<file path="src/hdl/ljts_pkg.sv">
package ljts_pkg;

  localparam int unsigned MAX_LEVELS = 16;

  localparam int unsigned DEPTH_W = 5;
  localparam int unsigned OP_W    = 2;
  localparam int unsigned ENG_W   = 3;
  localparam int unsigned NODE_W  = 31;
  localparam int unsigned CNT_W   = 16;
  localparam int unsigned ADDR_W  = 16;
  localparam int unsigned KIND_W  = 3;
  localparam int unsigned LEVEL_W = 5;

  typedef logic [OP_W-1:0] op_t;

  localparam op_t OP_START   = 2'd0;
  localparam op_t OP_RELEASE = 2'd1;
  localparam op_t OP_PAIR    = 2'd2;
  localparam op_t OP_CHILD   = 2'd3;

  typedef logic [KIND_W-1:0] kind_t;

  localparam kind_t KIND_COUNT    = 3'd0;
  localparam kind_t KIND_BASE     = 3'd1;
  localparam kind_t KIND_READ     = 3'd2;
  localparam kind_t KIND_DISPATCH = 3'd3;
  localparam kind_t KIND_FINISH   = 3'd4;

  typedef struct packed {
    op_t               operation;
    logic [ENG_W-1:0]  released_engine;
    logic [NODE_W-1:0] node_a_in;
    logic [NODE_W-1:0] node_b_in;
    logic [CNT_W-1:0]  child_pairs;
  } item_t;

  typedef struct packed {
    kind_t             kind;
    logic [CNT_W-1:0]  pair_count;
    logic [ADDR_W-1:0] cache_addr;
    logic [NODE_W-1:0] node_a;
    logic [NODE_W-1:0] node_b;
    logic [ENG_W-1:0]  join_engine;
    logic              last;
  } result_t;

endpackage

</file>
<file path="src/hdl/ljts_if.sv">
interface ljts_in_if;
  logic                        valid;
  logic                        ready;
  ljts_pkg::op_t               operation;
  logic [ljts_pkg::ENG_W-1:0]  released_engine;
  logic [ljts_pkg::NODE_W-1:0] node_a_in;
  logic [ljts_pkg::NODE_W-1:0] node_b_in;
  logic [ljts_pkg::CNT_W-1:0]  child_pairs;

  modport source (
    output valid, operation, released_engine, node_a_in, node_b_in, child_pairs,
    input  ready
  );
  modport sink (
    input  valid, operation, released_engine, node_a_in, node_b_in, child_pairs,
    output ready
  );
endinterface

interface ljts_out_if;
  logic                        valid;
  logic                        ready;
  ljts_pkg::kind_t             kind;
  logic [ljts_pkg::CNT_W-1:0]  pair_count;
  logic [ljts_pkg::ADDR_W-1:0] cache_addr;
  logic [ljts_pkg::NODE_W-1:0] node_a;
  logic [ljts_pkg::NODE_W-1:0] node_b;
  logic [ljts_pkg::ENG_W-1:0]  join_engine;
  logic                        last;

  modport source (
    output valid, kind, pair_count, cache_addr, node_a, node_b, join_engine, last,
    input  ready
  );
  modport sink (
    input  valid, kind, pair_count, cache_addr, node_a, node_b, join_engine, last,
    output ready
  );
endinterface

</file>
<file path="src/hdl/level_join_task_scheduler.sv">
// An accepted input beat passes the input register, the quotient register and the child-count
// reduction by the cache depth; the decision stage then writes its results into the result register.
// Throughput: one input beat per cycle while the result port keeps up; an item with k results
// holds the single result port for k beats (k is 0 to 3), so the result port sets the sustained rate.
// Reset (rst_ni low, asynchronous): phase idle, all engines idle, depths 0, pipeline empty.
module level_join_task_scheduler #(
  parameter int unsigned NUM_ENGINES = 8,
  parameter int unsigned CACHE_DEPTH = 65536
) (
  input  logic                           clk_i,
  input  logic                           rst_ni,
  input  logic                           cfg_we_i,
  input  logic                           cfg_idx_i,
  input  logic [ljts_pkg::DEPTH_W-1:0]   cfg_data_i,
  ljts_in_if.sink                        req_i,
  ljts_out_if.source                     rsp_o
);

  localparam int unsigned AW  = $clog2(CACHE_DEPTH);
  localparam int unsigned EW  = (NUM_ENGINES > 1) ? $clog2(NUM_ENGINES) : 1;
  localparam int unsigned SW  = ((AW > 16) ? AW : 16) + 1;
  localparam bit          RED = CACHE_DEPTH < 65536;
  localparam int unsigned RSH = 16 + AW;
  localparam longint unsigned RMUL = RED ?
      (((64'd1 << RSH) + 64'(CACHE_DEPTH) - 64'd1) / 64'(CACHE_DEPTH)) : 64'd1;
  localparam logic [17:0] RMUL18 = 18'(RMUL);

  typedef enum logic [1:0] {
    PH_IDLE,
    PH_PAIR,
    PH_ENGINE,
    PH_CHILD
  } phase_e;

  typedef struct packed {
    ljts_pkg::item_t  item;
    logic [15:0]      quot;
  } stg2_t;

  typedef struct packed {
    ljts_pkg::item_t  item;
    logic [15:0]      pmod;
  } stg3_t;

  function automatic logic [15:0] addr16(input logic [AW-1:0] a);
    logic [AW+15:0] w;
    w = {16'b0, a};
    return w[15:0];
  endfunction

  function automatic logic [2:0] eng3(input logic [EW-1:0] e);
    logic [EW+2:0] w;
    w = {3'b0, e};
    return w[2:0];
  endfunction

  function automatic ljts_pkg::result_t mk_res(
    input ljts_pkg::kind_t              kind,
    input logic [15:0]                  count,
    input logic [15:0]                  addr,
    input logic [ljts_pkg::NODE_W-1:0]  na,
    input logic [ljts_pkg::NODE_W-1:0]  nb,
    input logic [2:0]                   eng
  );
    ljts_pkg::result_t r;
    r.kind        = kind;
    r.pair_count  = count;
    r.cache_addr  = addr;
    r.node_a      = na;
    r.node_b      = nb;
    r.join_engine = eng;
    r.last        = 1'b0;
    return r;
  endfunction

  // Input pipeline: raw beat, quotient, reduced child count
  logic            s1_v_q, s2_v_q, s3_v_q;
  ljts_pkg::item_t s1_q;
  stg2_t           s2_q;
  stg3_t           s3_q;
  logic            s1_ld, s2_ld, s3_ld, fire;
  logic [33:0]     q_prod;
  logic [31:0]     qd_prod;
  logic [31:0]     rem;
  logic [15:0]     pmod;

  assign s3_ld = s2_v_q && (!s3_v_q || fire);
  assign s2_ld = s1_v_q && (!s2_v_q || s3_ld);
  assign s1_ld = req_i.valid && req_i.ready;
  assign req_i.ready = !s1_v_q || s2_ld;

  assign q_prod = 34'(s1_q.child_pairs) * 34'(RMUL18);

  always_comb begin
    qd_prod = 32'(s2_q.quot) * 32'(CACHE_DEPTH);
    rem     = 32'(s2_q.item.child_pairs) - qd_prod;
    if (rem >= 32'(CACHE_DEPTH)) begin
      rem = rem - 32'(CACHE_DEPTH);
    end
    pmod = RED ? rem[15:0] : s2_q.item.child_pairs;
  end

  always_ff @(posedge clk_i or negedge rst_ni) begin
    if (!rst_ni) begin
      s1_v_q <= 1'b0;
      s2_v_q <= 1'b0;
      s3_v_q <= 1'b0;
    end else begin
      if (s1_ld) begin
        s1_v_q <= 1'b1;
      end else if (s2_ld) begin
        s1_v_q <= 1'b0;
      end
      if (s2_ld) begin
        s2_v_q <= 1'b1;
      end else if (s3_ld) begin
        s2_v_q <= 1'b0;
      end
      if (s3_ld) begin
        s3_v_q <= 1'b1;
      end else if (fire) begin
        s3_v_q <= 1'b0;
      end
    end
  end

  always_ff @(posedge clk_i) begin
    if (s1_ld) begin
      s1_q.operation       <= req_i.operation;
      s1_q.released_engine <= req_i.released_engine;
      s1_q.node_a_in       <= req_i.node_a_in;
      s1_q.node_b_in       <= req_i.node_b_in;
      s1_q.child_pairs     <= req_i.child_pairs;
    end
    if (s2_ld) begin
      s2_q.item <= s1_q;
      s2_q.quot <= 16'(q_prod >> RSH);
    end
    if (s3_ld) begin
      s3_q.item <= s2_q.item;
      s3_q.pmod <= pmod;
    end
  end

  // Scheduler state
  phase_e                          phase_q, phase_d;
  logic [ljts_pkg::LEVEL_W-1:0]    level_q, level_d;
  logic [15:0]                     join_idx_q, join_idx_d;
  logic [15:0]                     pairs_q, pairs_d;
  logic [AW-1:0]                   cur_base_q, cur_base_d;
  logic [AW-1:0]                   rd_ptr_q, rd_ptr_d;
  logic [NUM_ENGINES-1:0]          busy_q, busy_d;
  logic [ljts_pkg::NODE_W-1:0]     held_a_q, held_a_d, held_b_q, held_b_d;
  logic [ljts_pkg::DEPTH_W-1:0]    depth_a_q, depth_b_q;

  // Result bundle, drained one beat per cycle while the sink is ready
  ljts_pkg::result_t               bnd_q [3];
  logic [1:0]                      bnd_left_q, bnd_pos_q;
  logic                            pop, bnd_free;

  ljts_pkg::result_t               res_d [3];
  logic [1:0]                      res_cnt;
  logic [ljts_pkg::DEPTH_W-1:0]    depth_max;
  logic [6:0]                      lvl_total;
  logic [SW-1:0]                   base_sum;
  logic [AW-1:0]                   cur_wrap;
  logic [AW-1:0]                   rd_next;
  logic                            rel_ok;
  logic [NUM_ENGINES-1:0]          rel_mask, bv, sel_oh;
  logic [EW-1:0]                   free_idx;
  logic                            do_disp;
  logic [ljts_pkg::NODE_W-1:0]     disp_a, disp_b;
  ljts_pkg::item_t                 it;

  assign it = s3_q.item;

  always_comb begin
    depth_max = (depth_a_q > depth_b_q) ? depth_a_q : depth_b_q;
    lvl_total = (7'(depth_max) > 7'(ljts_pkg::MAX_LEVELS)) ?
                7'(ljts_pkg::MAX_LEVELS) : 7'(depth_max);
    base_sum  = SW'(cur_base_q) + SW'(s3_q.pmod);
    cur_wrap  = (base_sum >= SW'(CACHE_DEPTH)) ?
                AW'(base_sum - SW'(CACHE_DEPTH)) : AW'(base_sum);
    rd_next   = (rd_ptr_q == AW'(CACHE_DEPTH - 1)) ? '0 : rd_ptr_q + 1'b1;
    rel_ok    = 32'(it.released_engine) < NUM_ENGINES;
    for (int i = 0; i < NUM_ENGINES; i++) begin
      rel_mask[i] = rel_ok && (32'(it.released_engine) == i);
    end
  end

  always_comb begin
    phase_d    = phase_q;
    level_d    = level_q;
    join_idx_d = join_idx_q;
    pairs_d    = pairs_q;
    cur_base_d = cur_base_q;
    rd_ptr_d   = rd_ptr_q;
    busy_d     = busy_q;
    held_a_d   = held_a_q;
    held_b_d   = held_b_q;
    res_cnt    = 2'd0;
    for (int k = 0; k < 3; k++) begin
      res_d[k] = '0;
    end
    bv      = busy_q;
    do_disp = 1'b0;
    disp_a  = held_a_q;
    disp_b  = held_b_q;

    unique case (it.operation)
      ljts_pkg::OP_START: begin
        if (phase_q == PH_IDLE) begin
          busy_d     = '0;
          join_idx_d = '0;
          if (lvl_total == 7'd0) begin
            level_d  = '0;
            res_d[0] = mk_res(ljts_pkg::KIND_FINISH, '0, '0, '0, '0, '0);
            res_cnt  = 2'd1;
          end else begin
            // Level one joins the root pair; the cache starts at address zero.
            level_d    = 5'd1;
            pairs_d    = 16'd1;
            cur_base_d = AW'(1);
            rd_ptr_d   = '0;
            res_d[0]   = mk_res(ljts_pkg::KIND_COUNT, 16'd1, '0, '0, '0, '0);
            res_d[1]   = mk_res(ljts_pkg::KIND_BASE, '0, addr16(AW'(1)), '0, '0, '0);
            res_d[2]   = mk_res(ljts_pkg::KIND_READ, '0, '0, '0, '0, '0);
            res_cnt    = 2'd3;
            phase_d    = PH_PAIR;
          end
        end
      end
      ljts_pkg::OP_RELEASE: begin
        if (phase_q != PH_IDLE && rel_ok) begin
          bv      = busy_q & ~rel_mask;
          busy_d  = bv;
          do_disp = (phase_q == PH_ENGINE);
        end
      end
      ljts_pkg::OP_PAIR: begin
        if (phase_q == PH_PAIR) begin
          held_a_d = it.node_a_in;
          held_b_d = it.node_b_in;
          disp_a   = it.node_a_in;
          disp_b   = it.node_b_in;
          do_disp  = 1'b1;
        end
      end
      ljts_pkg::OP_CHILD: begin
        if (phase_q == PH_CHILD) begin
          level_d    = level_q + 1'b1;
          pairs_d    = it.child_pairs;
          cur_base_d = cur_wrap;
          join_idx_d = '0;
          rd_ptr_d   = cur_base_q;
          res_d[0]   = mk_res(ljts_pkg::KIND_COUNT, it.child_pairs, '0, '0, '0, '0);
          res_d[1]   = mk_res(ljts_pkg::KIND_BASE, '0, addr16(cur_wrap), '0, '0, '0);
          if (it.child_pairs != '0) begin
            res_d[2] = mk_res(ljts_pkg::KIND_READ, '0, addr16(cur_base_q), '0, '0, '0);
            res_cnt  = 2'd3;
            phase_d  = PH_PAIR;
          end else if (7'(level_d) < lvl_total) begin
            res_cnt = 2'd2;
            phase_d = PH_CHILD;
          end else begin
            res_d[2] = mk_res(ljts_pkg::KIND_FINISH, '0, '0, '0, '0, '0);
            res_cnt  = 2'd3;
            phase_d  = PH_IDLE;
          end
        end
      end
      default: ;
    endcase

    // Lowest idle engine
    sel_oh   = ~bv & (bv + 1'b1);
    free_idx = '0;
    for (int i = 0; i < NUM_ENGINES; i++) begin
      if (sel_oh[i]) begin
        free_idx = free_idx | EW'(i);
      end
    end

    if (do_disp) begin
      if (sel_oh != '0) begin
        busy_d     = bv | sel_oh;
        res_d[0]   = mk_res(ljts_pkg::KIND_DISPATCH, '0, '0, disp_a, disp_b,
                            eng3(free_idx));
        join_idx_d = join_idx_q + 1'b1;
        if (join_idx_d < pairs_q) begin
          rd_ptr_d = rd_next;
          res_d[1] = mk_res(ljts_pkg::KIND_READ, '0, addr16(rd_next), '0, '0, '0);
          res_cnt  = 2'd2;
          phase_d  = PH_PAIR;
        end else if (7'(level_q) < lvl_total) begin
          res_cnt = 2'd1;
          phase_d = PH_CHILD;
        end else begin
          res_d[1] = mk_res(ljts_pkg::KIND_FINISH, '0, '0, '0, '0, '0);
          res_cnt  = 2'd2;
          phase_d  = PH_IDLE;
        end
      end else begin
        phase_d = PH_ENGINE;
      end
    end

    if (res_cnt != 2'd0) begin
      res_d[res_cnt - 2'd1].last = 1'b1;
    end
  end

  assign pop      = rsp_o.valid && rsp_o.ready;
  assign bnd_free = (bnd_left_q == 2'd0) || (bnd_left_q == 2'd1 && pop);
  assign fire     = s3_v_q && ((res_cnt == 2'd0) || bnd_free);

  always_ff @(posedge clk_i or negedge rst_ni) begin
    if (!rst_ni) begin
      phase_q    <= PH_IDLE;
      level_q    <= '0;
      join_idx_q <= '0;
      pairs_q    <= '0;
      cur_base_q <= '0;
      rd_ptr_q   <= '0;
      busy_q     <= '0;
      held_a_q   <= '0;
      held_b_q   <= '0;
      depth_a_q  <= '0;
      depth_b_q  <= '0;
      bnd_left_q <= '0;
      bnd_pos_q  <= '0;
      for (int k = 0; k < 3; k++) begin
        bnd_q[k] <= '0;
      end
    end else begin
      if (cfg_we_i) begin
        if (cfg_idx_i) begin
          depth_b_q <= cfg_data_i;
        end else begin
          depth_a_q <= cfg_data_i;
        end
      end
      if (fire) begin
        phase_q    <= phase_d;
        level_q    <= level_d;
        join_idx_q <= join_idx_d;
        pairs_q    <= pairs_d;
        cur_base_q <= cur_base_d;
        rd_ptr_q   <= rd_ptr_d;
        busy_q     <= busy_d;
        held_a_q   <= held_a_d;
        held_b_q   <= held_b_d;
      end
      if (fire && res_cnt != 2'd0) begin
        for (int k = 0; k < 3; k++) begin
          bnd_q[k] <= res_d[k];
        end
        bnd_left_q <= res_cnt;
        bnd_pos_q  <= 2'd0;
      end else if (pop) begin
        bnd_left_q <= bnd_left_q - 1'b1;
        bnd_pos_q  <= bnd_pos_q + 1'b1;
      end
    end
  end

  assign rsp_o.valid       = bnd_left_q != 2'd0;
  assign rsp_o.kind        = bnd_q[bnd_pos_q].kind;
  assign rsp_o.pair_count  = bnd_q[bnd_pos_q].pair_count;
  assign rsp_o.cache_addr  = bnd_q[bnd_pos_q].cache_addr;
  assign rsp_o.node_a      = bnd_q[bnd_pos_q].node_a;
  assign rsp_o.node_b      = bnd_q[bnd_pos_q].node_b;
  assign rsp_o.join_engine = bnd_q[bnd_pos_q].join_engine;
  assign rsp_o.last        = bnd_q[bnd_pos_q].last;

endmodule

</file>
<file path="src/flat_wrapper.sv">
// flat-port wrapper written by rule: the top's interface ports become plain ports
module level_join_task_scheduler_flat 
#(
  parameter int unsigned NUM_ENGINES = 8,
  parameter int unsigned CACHE_DEPTH = 65536
)
  (clk_i, rst_ni, cfg_we_i, cfg_idx_i, cfg_data_i, req_i_valid, req_i_operation, req_i_released_engine, req_i_node_a_in, req_i_node_b_in, req_i_child_pairs, req_i_ready, rsp_o_valid, rsp_o_kind, rsp_o_pair_count, rsp_o_cache_addr, rsp_o_node_a, rsp_o_node_b, rsp_o_join_engine, rsp_o_last, rsp_o_ready);
  ljts_in_if req_i_i ();
  ljts_out_if rsp_o_i ();
  input  logic clk_i;
  input  logic rst_ni;
  input  logic cfg_we_i;
  input  logic cfg_idx_i;
  input  logic [ljts_pkg::DEPTH_W-1:0] cfg_data_i;
  input wire logic [$bits(req_i_i.valid)-1:0] req_i_valid;
  input wire logic [$bits(req_i_i.operation)-1:0] req_i_operation;
  input wire logic [$bits(req_i_i.released_engine)-1:0] req_i_released_engine;
  input wire logic [$bits(req_i_i.node_a_in)-1:0] req_i_node_a_in;
  input wire logic [$bits(req_i_i.node_b_in)-1:0] req_i_node_b_in;
  input wire logic [$bits(req_i_i.child_pairs)-1:0] req_i_child_pairs;
  output wire logic [$bits(req_i_i.ready)-1:0] req_i_ready;
  output wire logic [$bits(rsp_o_i.valid)-1:0] rsp_o_valid;
  output wire logic [$bits(rsp_o_i.kind)-1:0] rsp_o_kind;
  output wire logic [$bits(rsp_o_i.pair_count)-1:0] rsp_o_pair_count;
  output wire logic [$bits(rsp_o_i.cache_addr)-1:0] rsp_o_cache_addr;
  output wire logic [$bits(rsp_o_i.node_a)-1:0] rsp_o_node_a;
  output wire logic [$bits(rsp_o_i.node_b)-1:0] rsp_o_node_b;
  output wire logic [$bits(rsp_o_i.join_engine)-1:0] rsp_o_join_engine;
  output wire logic [$bits(rsp_o_i.last)-1:0] rsp_o_last;
  input wire logic [$bits(rsp_o_i.ready)-1:0] rsp_o_ready;
  assign req_i_i.valid = req_i_valid;
  assign req_i_i.operation = req_i_operation;
  assign req_i_i.released_engine = req_i_released_engine;
  assign req_i_i.node_a_in = req_i_node_a_in;
  assign req_i_i.node_b_in = req_i_node_b_in;
  assign req_i_i.child_pairs = req_i_child_pairs;
  assign req_i_ready = req_i_i.ready;
  assign rsp_o_valid = rsp_o_i.valid;
  assign rsp_o_kind = rsp_o_i.kind;
  assign rsp_o_pair_count = rsp_o_i.pair_count;
  assign rsp_o_cache_addr = rsp_o_i.cache_addr;
  assign rsp_o_node_a = rsp_o_i.node_a;
  assign rsp_o_node_b = rsp_o_i.node_b;
  assign rsp_o_join_engine = rsp_o_i.join_engine;
  assign rsp_o_last = rsp_o_i.last;
  assign rsp_o_i.ready = rsp_o_ready;
  level_join_task_scheduler #(.NUM_ENGINES(NUM_ENGINES), .CACHE_DEPTH(CACHE_DEPTH)) u_core (.clk_i(clk_i), .rst_ni(rst_ni), .cfg_we_i(cfg_we_i), .cfg_idx_i(cfg_idx_i), .cfg_data_i(cfg_data_i), .req_i(req_i_i), .rsp_o(rsp_o_i));
endmodule
</file>
<file path="config.mk">
export PLATFORM = sky130hd
export DESIGN_NAME = level_join_task_scheduler_flat
export DESIGN_NICKNAME = d
export VERILOG_FILES = /design/src/hdl/ljts_pkg.sv /design/src/hdl/ljts_if.sv /design/src/hdl/level_join_task_scheduler.sv /design/src/flat_wrapper.sv
export SDC_FILE = /design/constraint.sdc
export NUM_CORES = 1
export LEC_CHECK = 0
export BUFFER_PORTS_ARGS = -buffer_cell sky130_fd_sc_hd__buf_2
export CORE_MARGIN = 3
export CORE_UTILIZATION = 25
export CTS_BUF_LIST = sky130_fd_sc_hd__clkbuf_16
export DETAILED_ROUTE_END_ITERATION = 7
export PLACE_DENSITY = 0.39
export SYNTH_ARGS = -nofsm -noshare
export SYNTH_HDL_FRONTEND = slang
export SYNTH_SLANG_ARGS = --single-unit
</file>
<file path="constraint.sdc">
create_clock -name clk_i -period 11.2 [get_ports clk_i]
set_input_delay 2.24 -clock clk_i [delete_from_list [all_inputs] [get_ports clk_i]]
set_output_delay 2.24 -clock clk_i [all_outputs]
set_load 0.1 [all_outputs]
</file>
==> results.tsv, run 1 <==
stage	metric	value	unit
run_status	status	finished clean	
place	placedCellCount	3107	
die	row_count	110	
timing	tightest_slew	1.038	ns
yosys	yosys.area_share.xor_xnor	0.01763	
worst_setup_path	reg2reg_from	u_core.join_idx_q[2]$_DFFE_PN0N_	
place	hpwlAfterDp	38720	um
worst_setup_path	reg2reg_to	u_core.rd_ptr_q[1]$_DFFE_PN0N_	
detailed_routing	vias	14520	
global_route	first_global_vias	15320	
worst_setup_path	slowest_delay	0.49	ns
global_route	antenna_found_initial	3	
worst_setup_path	crit_fanout	4	
yosys	yosys.area.top_type	edfxtp_1	
yosys	synth_compound_area_frac	0.1046	
clock_network	cts.clk_slew.worst_paths	0.06	ns
timing	finalHoldViolCount	0	
timing	fin_crit	6.176	ns
global_route	grt_usage	0.1248	
clock_network	cts_made_buffers	61	
detailed_routing	routed_via_density	4.504	
timing	skew	0.04723	ns
worst_setup_path	crit_type	input pin to output pin	
global_route	grt_first_pass_wirelength	92980	um
timing	max_freq	161.9	MHz
yosys	synth.avg_cell_area	12.69	sq um
worst_setup_path	slowest_stage	a21oi_1	
worst_setup_path	crit_chain	buf_2, a21oi_1, o21ai_1, nor2_1, nand3_1, buf_2	
place	gp_congestion	0.7769	
yosys	syn_nets	1948	
timing	relSlewSlack	0.3056	
cells_and_area	syn2layout_area_growth	18.59	%
worst_setup_path	cp-end-kind	output pin	
yosys	synth_seq_cells	530	
die	num_io_pins	197	
hold_path	holdPathStages	0	
timing	period_share	0.5514	
cells_and_area	register_area	14510	sq um
power_and_ir_drop	powerDensity	265.6	nW/um^2
yosys	synth_top_cells_by_count	dfrtp_1, edfxtp_1, nand2_1	
cells_and_area	nets	2141	
detailed_routing	drcViolationCount	0	
clock_network	cts.path.max_buffers	3	
die	initial_utilization	0.2531	
timing	setup_viol	0	
global_route	grt_max_degree	90	
worst_setup_path	rrSetupSlack	7.06	ns
worst_setup_path	critPathBufInv	2	
clock_network	cts_sinks	530	
hold_path	worstHoldStart	u_core.s2_q[37]$_DFFE_PP_	
detailed_routing	dr.pass1.iters	5	
yosys	synthAdderAreaFrac	0.02935	
timing	finalSetupTns	0	ns
worst_setup_path	crit_path_frequent_cell	buf_2	
power_and_ir_drop	leakagePower	0.01142	uW
clock_network	hold_buffers	0	
yosys	synth-edff-count	249	
flow_run	drv_cap	0	
worst_setup_path	worstPathArrival	3.94	ns
place	io_buffers	196	
detailed_routing	avgRoutedWirePerCell	18.54	um
die	core_area	90290	sq um
cells_and_area	multi_input_area	7774	sq um
yosys	synthDistinctLibCells	79	
yosys	synth_area	22850	sq um
global_route	overflow	0	
yosys	synth_cells	1801	
clock_network	cts_setup_buffers	0	
worst_setup_path	critPathLaunchType	input pin	
detailed_routing	antenna_left	0	
hold_path	min_path_type	flop to flop	
yosys	async_flop_share	0.5302	
die	die_x	308.3	um
worst_setup_path	path_delay_family	compound AO/OA/AOI/OAI gates	
yosys	synth_top_family_by_area	simple AND/OR/NAND/NOR gates	
yosys	yosysMostFrequentCell	dfrtp_1	
die	die_y	308.3	um
clock_network	htree_levels	2	
yosys	synthSimpleGateAreaFrac	0.1105	
cells_and_area	fin_cells	3224	
clock_network	cts_tree	done	
yosys	ys_warn_count	0	
clock_network	root_buffer	clkbuf_16	
clock_network	clk_latency	0.63	ns
yosys	synth-seq-area-share	0.6349	
clock_network	cts.repair.resized	0	
worst_setup_path	timing.reg2reg.worst_path_depth	12	
cells_and_area	nFillCells	9153	
power_and_ir_drop	vdd_ir_drop_max	0.1394	mV
yosys	synth.area.mux_share	0.07534	
yosys	yosys_most_used_dff	dfrtp_1	
cells_and_area	drive_gt1_frac	0.2008	
worst_setup_path	required	8.96	ns
yosys	synth.top_cell.area_share	0.3272	
detailed_routing	drt_iter0_drc	797	
hold_path	worstHoldEndpoint	u_core.it[21]$_DFFE_PP_	
yosys	synth_area_leaders	edfxtp_1, dfrtp_1, mux2_4	
timing	rsz0062_at_grt	no	
die	die_area	95080	sq um
detailed_routing	drt_wl_total	59780	um
timing	slew_viol_final	0	
[metrics by stage]
| stage | cell area, sq um | util | setup WS (ns) | power [uW] | hold WS (ns) |
|---|---|---|---|---|---|
| after CTS | 27100 | 0.3002 | 4.976 | 7339 | 0.4139 |
| after detailed placement | 25110 | 0.2781 | 4.985 | 5299 | 0.4045 |
| after global routing | 27100 | 0.3002 | 4.917 | 7644 | 0.4230 |
| after floorplan | 22850 | - | 4.415 | 4662 | 0.4003 |
| after global placement | 25110 | 0.2781 | 4.968 | 5270 | 0.4037 |
| final | 27100 | 0.3002 | 5.024 | 7198 | 0.4107 |
[state kept, by name (all words and copies together), names as in the netlist, 2 cells and up]
signal / flops
u_core.bnd_left_q: 2
u_core.phase_q: 2
u_core.rd_ptr_q: 16
u_core.held_b_q: 31
u_core.pairs_q: 16
u_core.cur_base_q: 16
u_core.level_q: 5
u_core.depth_a_q: 5
u_core.s2_q: 67
u_core.s1_q: 83
u_core.it: 83
u_core.pmod: 16
u_core.held_a_q: 31
u_core.depth_b_q: 5
u_core.busy_q: 8
u_core.join_idx_q: 16
u_core.bnd_q: 123
u_core.bnd_pos_q: 2
[where the power goes]
group          leakage [uW]  switching [uW]  internal [uW]
sequential          0.00604             353           2550
clock               0.00103             824           1140
combinational       0.00435            1580            746
total                0.0114            2760           4440
[cells in the final DEF (no fill, tap or decap), types with 19 or more instances in the layout]
| cell | Yosys | layout |
|---|---|---|
| dfrtp_1 | 281 | 281 |
| edfxtp_1 | 249 | 249 |
| nand2_1 | 198 | 197 |
| buf_2 | 16 | 195 |
| o21ai_0 | 166 | 166 |
| and2_1 | 89 | 86 |
| nand3_1 | 75 | 75 |
| inv_1 | 58 | 73 |
| mux2i_1 | 67 | 67 |
| clkbuf_16 | 0 | 64 |
| nor2_1 | 65 | 62 |
| mux2_4 | 61 | 61 |
| ha_1 | 52 | 51 |
| a21oi_1 | 40 | 40 |
| a22o_1 | 32 | 32 |
| xnor2_1 | 31 | 31 |
| buf_4 | 4 | 19 |
[area by class of cell]
class	count	share of cell area
tap	1176	0.05429
inverter	58	0.008033
clock inverter	52	0.01450
clock buffer	64	0.05909
multi-input combinational	1128	0.2868
antenna	1	0.00009233
sequential	530	0.5353
timing repair buffer	215	0.04183
[worst register-to-register path, stage by stage (launching register included)]
cell	delay [ns]
dfrtp_1	0.43
nand3_1	0.10
nor2_1	0.31
nand2_1	0.14
nor4_1	0.62
nand3_1	0.18
xnor2_1	0.18
ha_1	0.31
nand4_1	0.14
a211oi_1	0.48
nor2_1	0.17
o21ai_2	0.73
a221o_1	0.29
[kinds of logic after synthesis]
logic type               Yosys count
AO/OA/AOI/OAI                    369
flip-flops                       530
AND/OR/NAND/NOR                  520
XOR/XNOR                          46
adder cells (fa/ha/maj)           53
buffers and inverters            143
multiplexers                     140
[worst max-delay path by stage]
stage / from / to / slack (ns) / cells after the start
6_report: rsp_o_ready / req_i_ready / 5.02 / 6
4_1_cts: rsp_o_ready / req_i_ready / 4.98 / 6
2_1_floorplan: rsp_o_ready / u_core.it[0]$_DFFE_PP_ / 4.42 / 4
3_5_place_dp: rsp_o_ready / req_i_ready / 4.98 / 6
5_1_grt: rsp_o_ready / req_i_ready / 4.92 / 6
3_3_place_gp: rsp_o_ready / req_i_ready / 4.97 / 6
[layer usage]
layer	share of wire	track usage	wire (um)
met5	0.00022	0	13
met2	0.47	0.2048	27970
met3	0.037	0.02163	2241
met1	0.47	0.1710	28250
met4	0.022	0.03209	1303
(Power assumes the default switching activity.)
==> run 2: changes to the inputs <==
Clock period 11.2 ns to 5.7 ns, I/O delays scaled along.
==> run 2 against run 1 <==
Against the previous run:
- worst setup slack worse by 4.0 ns
- clock skew fell by 0.023 ns
- die area stayed put
- clock power grew 99%
- critical path type is now flop to output pin
- via count rose by 0.63%
- first-iteration DRC count up 7.0%
==> results.tsv, run 2 (same netlist as run 1, synthesis figures left out) <==
stage	metric	value	unit
run_status	status	finished clean	
timing	slew_viol_final	0	
clock_network	cts_setup_buffers	0	
timing	setup_viol	0	
timing	fin_crit	4.723	ns
timing	period_share	0.8286	
global_route	grt_use_met3	0.02369	
cells_and_area	largest_register_ffs	123	
cells_and_area	syn2layout_area_growth	18.92	%
worst_setup_path	crit_chain	ha_2, nand3_2, or2_1, nand2_2, o21ai_1, nor2_1, nand3_1, buf_2	
detailed_routing	dr.pass1.iters	5	
die	die_area	95080	sq um
clock_network	cts.clk_slew.worst_paths	0.06	ns
timing	skew	0.02469	ns
detailed_routing	routed_via_density	4.525	
power_and_ir_drop	powerDensity	525.1	nW/um^2
clock_network	cts_sinks	530	
cells_and_area	mostFrequentLayoutCells	dfrtp_1, edfxtp_1, nand2_1	
cells_and_area	largest-register	u_core.bnd_q	
global_route	grt_first_pass_wirelength	95600	um
detailed_routing	antenna_left	0	
worst_setup_path	required	4.56	ns
die	die_x	308.3	um
die	num_io_pins	197	
place	io_buffers	196	
timing	tightest_slew	1.201	ns
global_route	gr-usage-met1	0.1811	
detailed_routing	drcViolationCount	0	
timing	rsz0062_at_grt	no	
worst_setup_path	crit_fanout	41	
detailed_routing	drt_iter0_drc	853	
cells_and_area	layout_commonest_cell	dfrtp_1	
cells_and_area	nets	2148	
detailed_routing	drt_wl_total	61540	um
die	initial_utilization	0.2531	
clock_network	root_buffer	clkbuf_16	
die	row_count	110	
die	die_y	308.3	um
hold_path	worstHoldStart	u_core.s2_q[59]$_DFFE_PP_	
clock_network	clk_latency	0.60	ns
clock_network	cts.path.max_buffers	3	
global_route	overflow	0	
power_and_ir_drop	total_power	14270	uW
timing	max_freq	211.7	MHz
detailed_routing	avgRoutedWirePerCell	19.06	um
timing	whs	0.4125	ns
clock_network	cts.repair.resized	0	
worst_setup_path	worstPathArrival	3.58	ns
cells_and_area	n_antenna_cell	0	
clock_network	cts_made_buffers	67	
clock_network	hold_buffers	0	
worst_setup_path	crit_type	flop to output pin	
global_route	first_global_vias	15370	
worst_setup_path	slowest_stage	ha_2	
worst_setup_path	critPathLaunchType	flop	
place	hpwlAfterDp	40950	um
global_route	grt_util_met2	0.2087	
power_and_ir_drop	leakagePower	0.01147	uW
clock_network	htree_levels	3	
global_route	antenna_found_initial	1	
worst_setup_path	slowest_delay	0.77	ns
cells_and_area	fin_cells	3229	
place	placed_cell_area	25130	sq um
cells_and_area	drive_gt1_frac	0.2021	
flow_run	drv_cap	0	
timing	finalHoldViolCount	0	
cells_and_area	design_area	27180	sq um
global_route	grt_max_degree	100	
timing	finalSetupTns	0	ns
power_and_ir_drop	vdd_ir_drop_max	0.2908	mV
detailed_routing	vias	14610	
worst_setup_path	cp-end-kind	output pin	
clock_network	cts_tree	done	
hold_path	min_path_type	flop to flop	
timing	relSlewSlack	0.1996	
global_route	grt_usage	0.1304	
place	placedCellCount	3108	
die	core_area	90290	sq um
place	gp_congestion	0.8089	
global_route	busiest_layer	met2	
worst_setup_path	reg2reg_from	u_core.join_idx_q[2]$_DFFE_PN0N_	
worst_setup_path	crit_start	u_core.it[81]$_DFFE_PP_	
[run 2: cell count changes in the layout (fill, tap and decap cells not counted), sizes merged]
cell	before	now
clkinvlp	3	2
inv	74	80
diode	1	0
bufinv	5	2
clkbuf	64	67
buf	215	216
[run 2: final timing paths]
| kind | end | slack [ns] | depth (start not counted) |
|---|---|---|---|
| hold reg to reg | u_core.it[43]$_DFFE_PP_ | 0.41 | 0 |
| setup reg to reg | u_core.rd_ptr_q[3]$_DFFE_PN0N_ | 1.65 | 12 |
| hold / removal | u_core.it[43]$_DFFE_PP_ | 0.41 | 0 |
| setup / recovery | req_i_ready | 0.98 | 8 |
| max in group asynchronous | u_core.bnd_q[262]$_DFFE_PN0P_ | 3.79 | 2 |
| min in group asynchronous | u_core.depth_a_q[1]$_DFFE_PN0P_ | 0.52 | 1 |
[run 2: per-stage QoR]
| step | util | setup WS [ns] |
|---|---|---|
| after global routing | 0.3010 | 0.7244 |
| final | 0.3010 | 0.9769 |
| after global placement | 0.2783 | 1.570 |
| after detailed placement | 0.2783 | 1.530 |
| after CTS | 0.3010 | 0.8738 |
| after floorplan | - | 0.9732 |
[run 2: report_power, final]
part	internal (uW)	switching (uW)
registers	5010	730
clock network	2250	1680
logic	1480	3130
[run 2: critical path: cells and delay by family, from the launching register on]
kind / cells / cell delay [ns]
adders and majority gates: 1 / 0.77
AOI/OAI and AO/OA: 1 / 0.10
DFF: 1 / 0.38
buffers and inverters: 1 / 0.33
and+or+nand+nor: 5 / 1.39
[run 2: layout make-up]
| type | instances | area [sq um] |
|---|---|---|
| clock buffers | 67 | 1677 |
| clock inverters | 54 | 374.1 |
| multi-input cells | 1128 | 7774 |
| flip-flops and latches | 530 | 14510 |
| well taps | 1176 | 1471 |
| inverters | 58 | 217.7 |
| repair buffers | 216 | 1154 |
| fillers | 9219 | 63110 |
[run 2: routing by layer]
metal	vias to the layer above	routed length, um
li1	6898	-
met1	7312	29350
met2	328	28330
met3	74	2715
met4	0	1148
met5	-	0
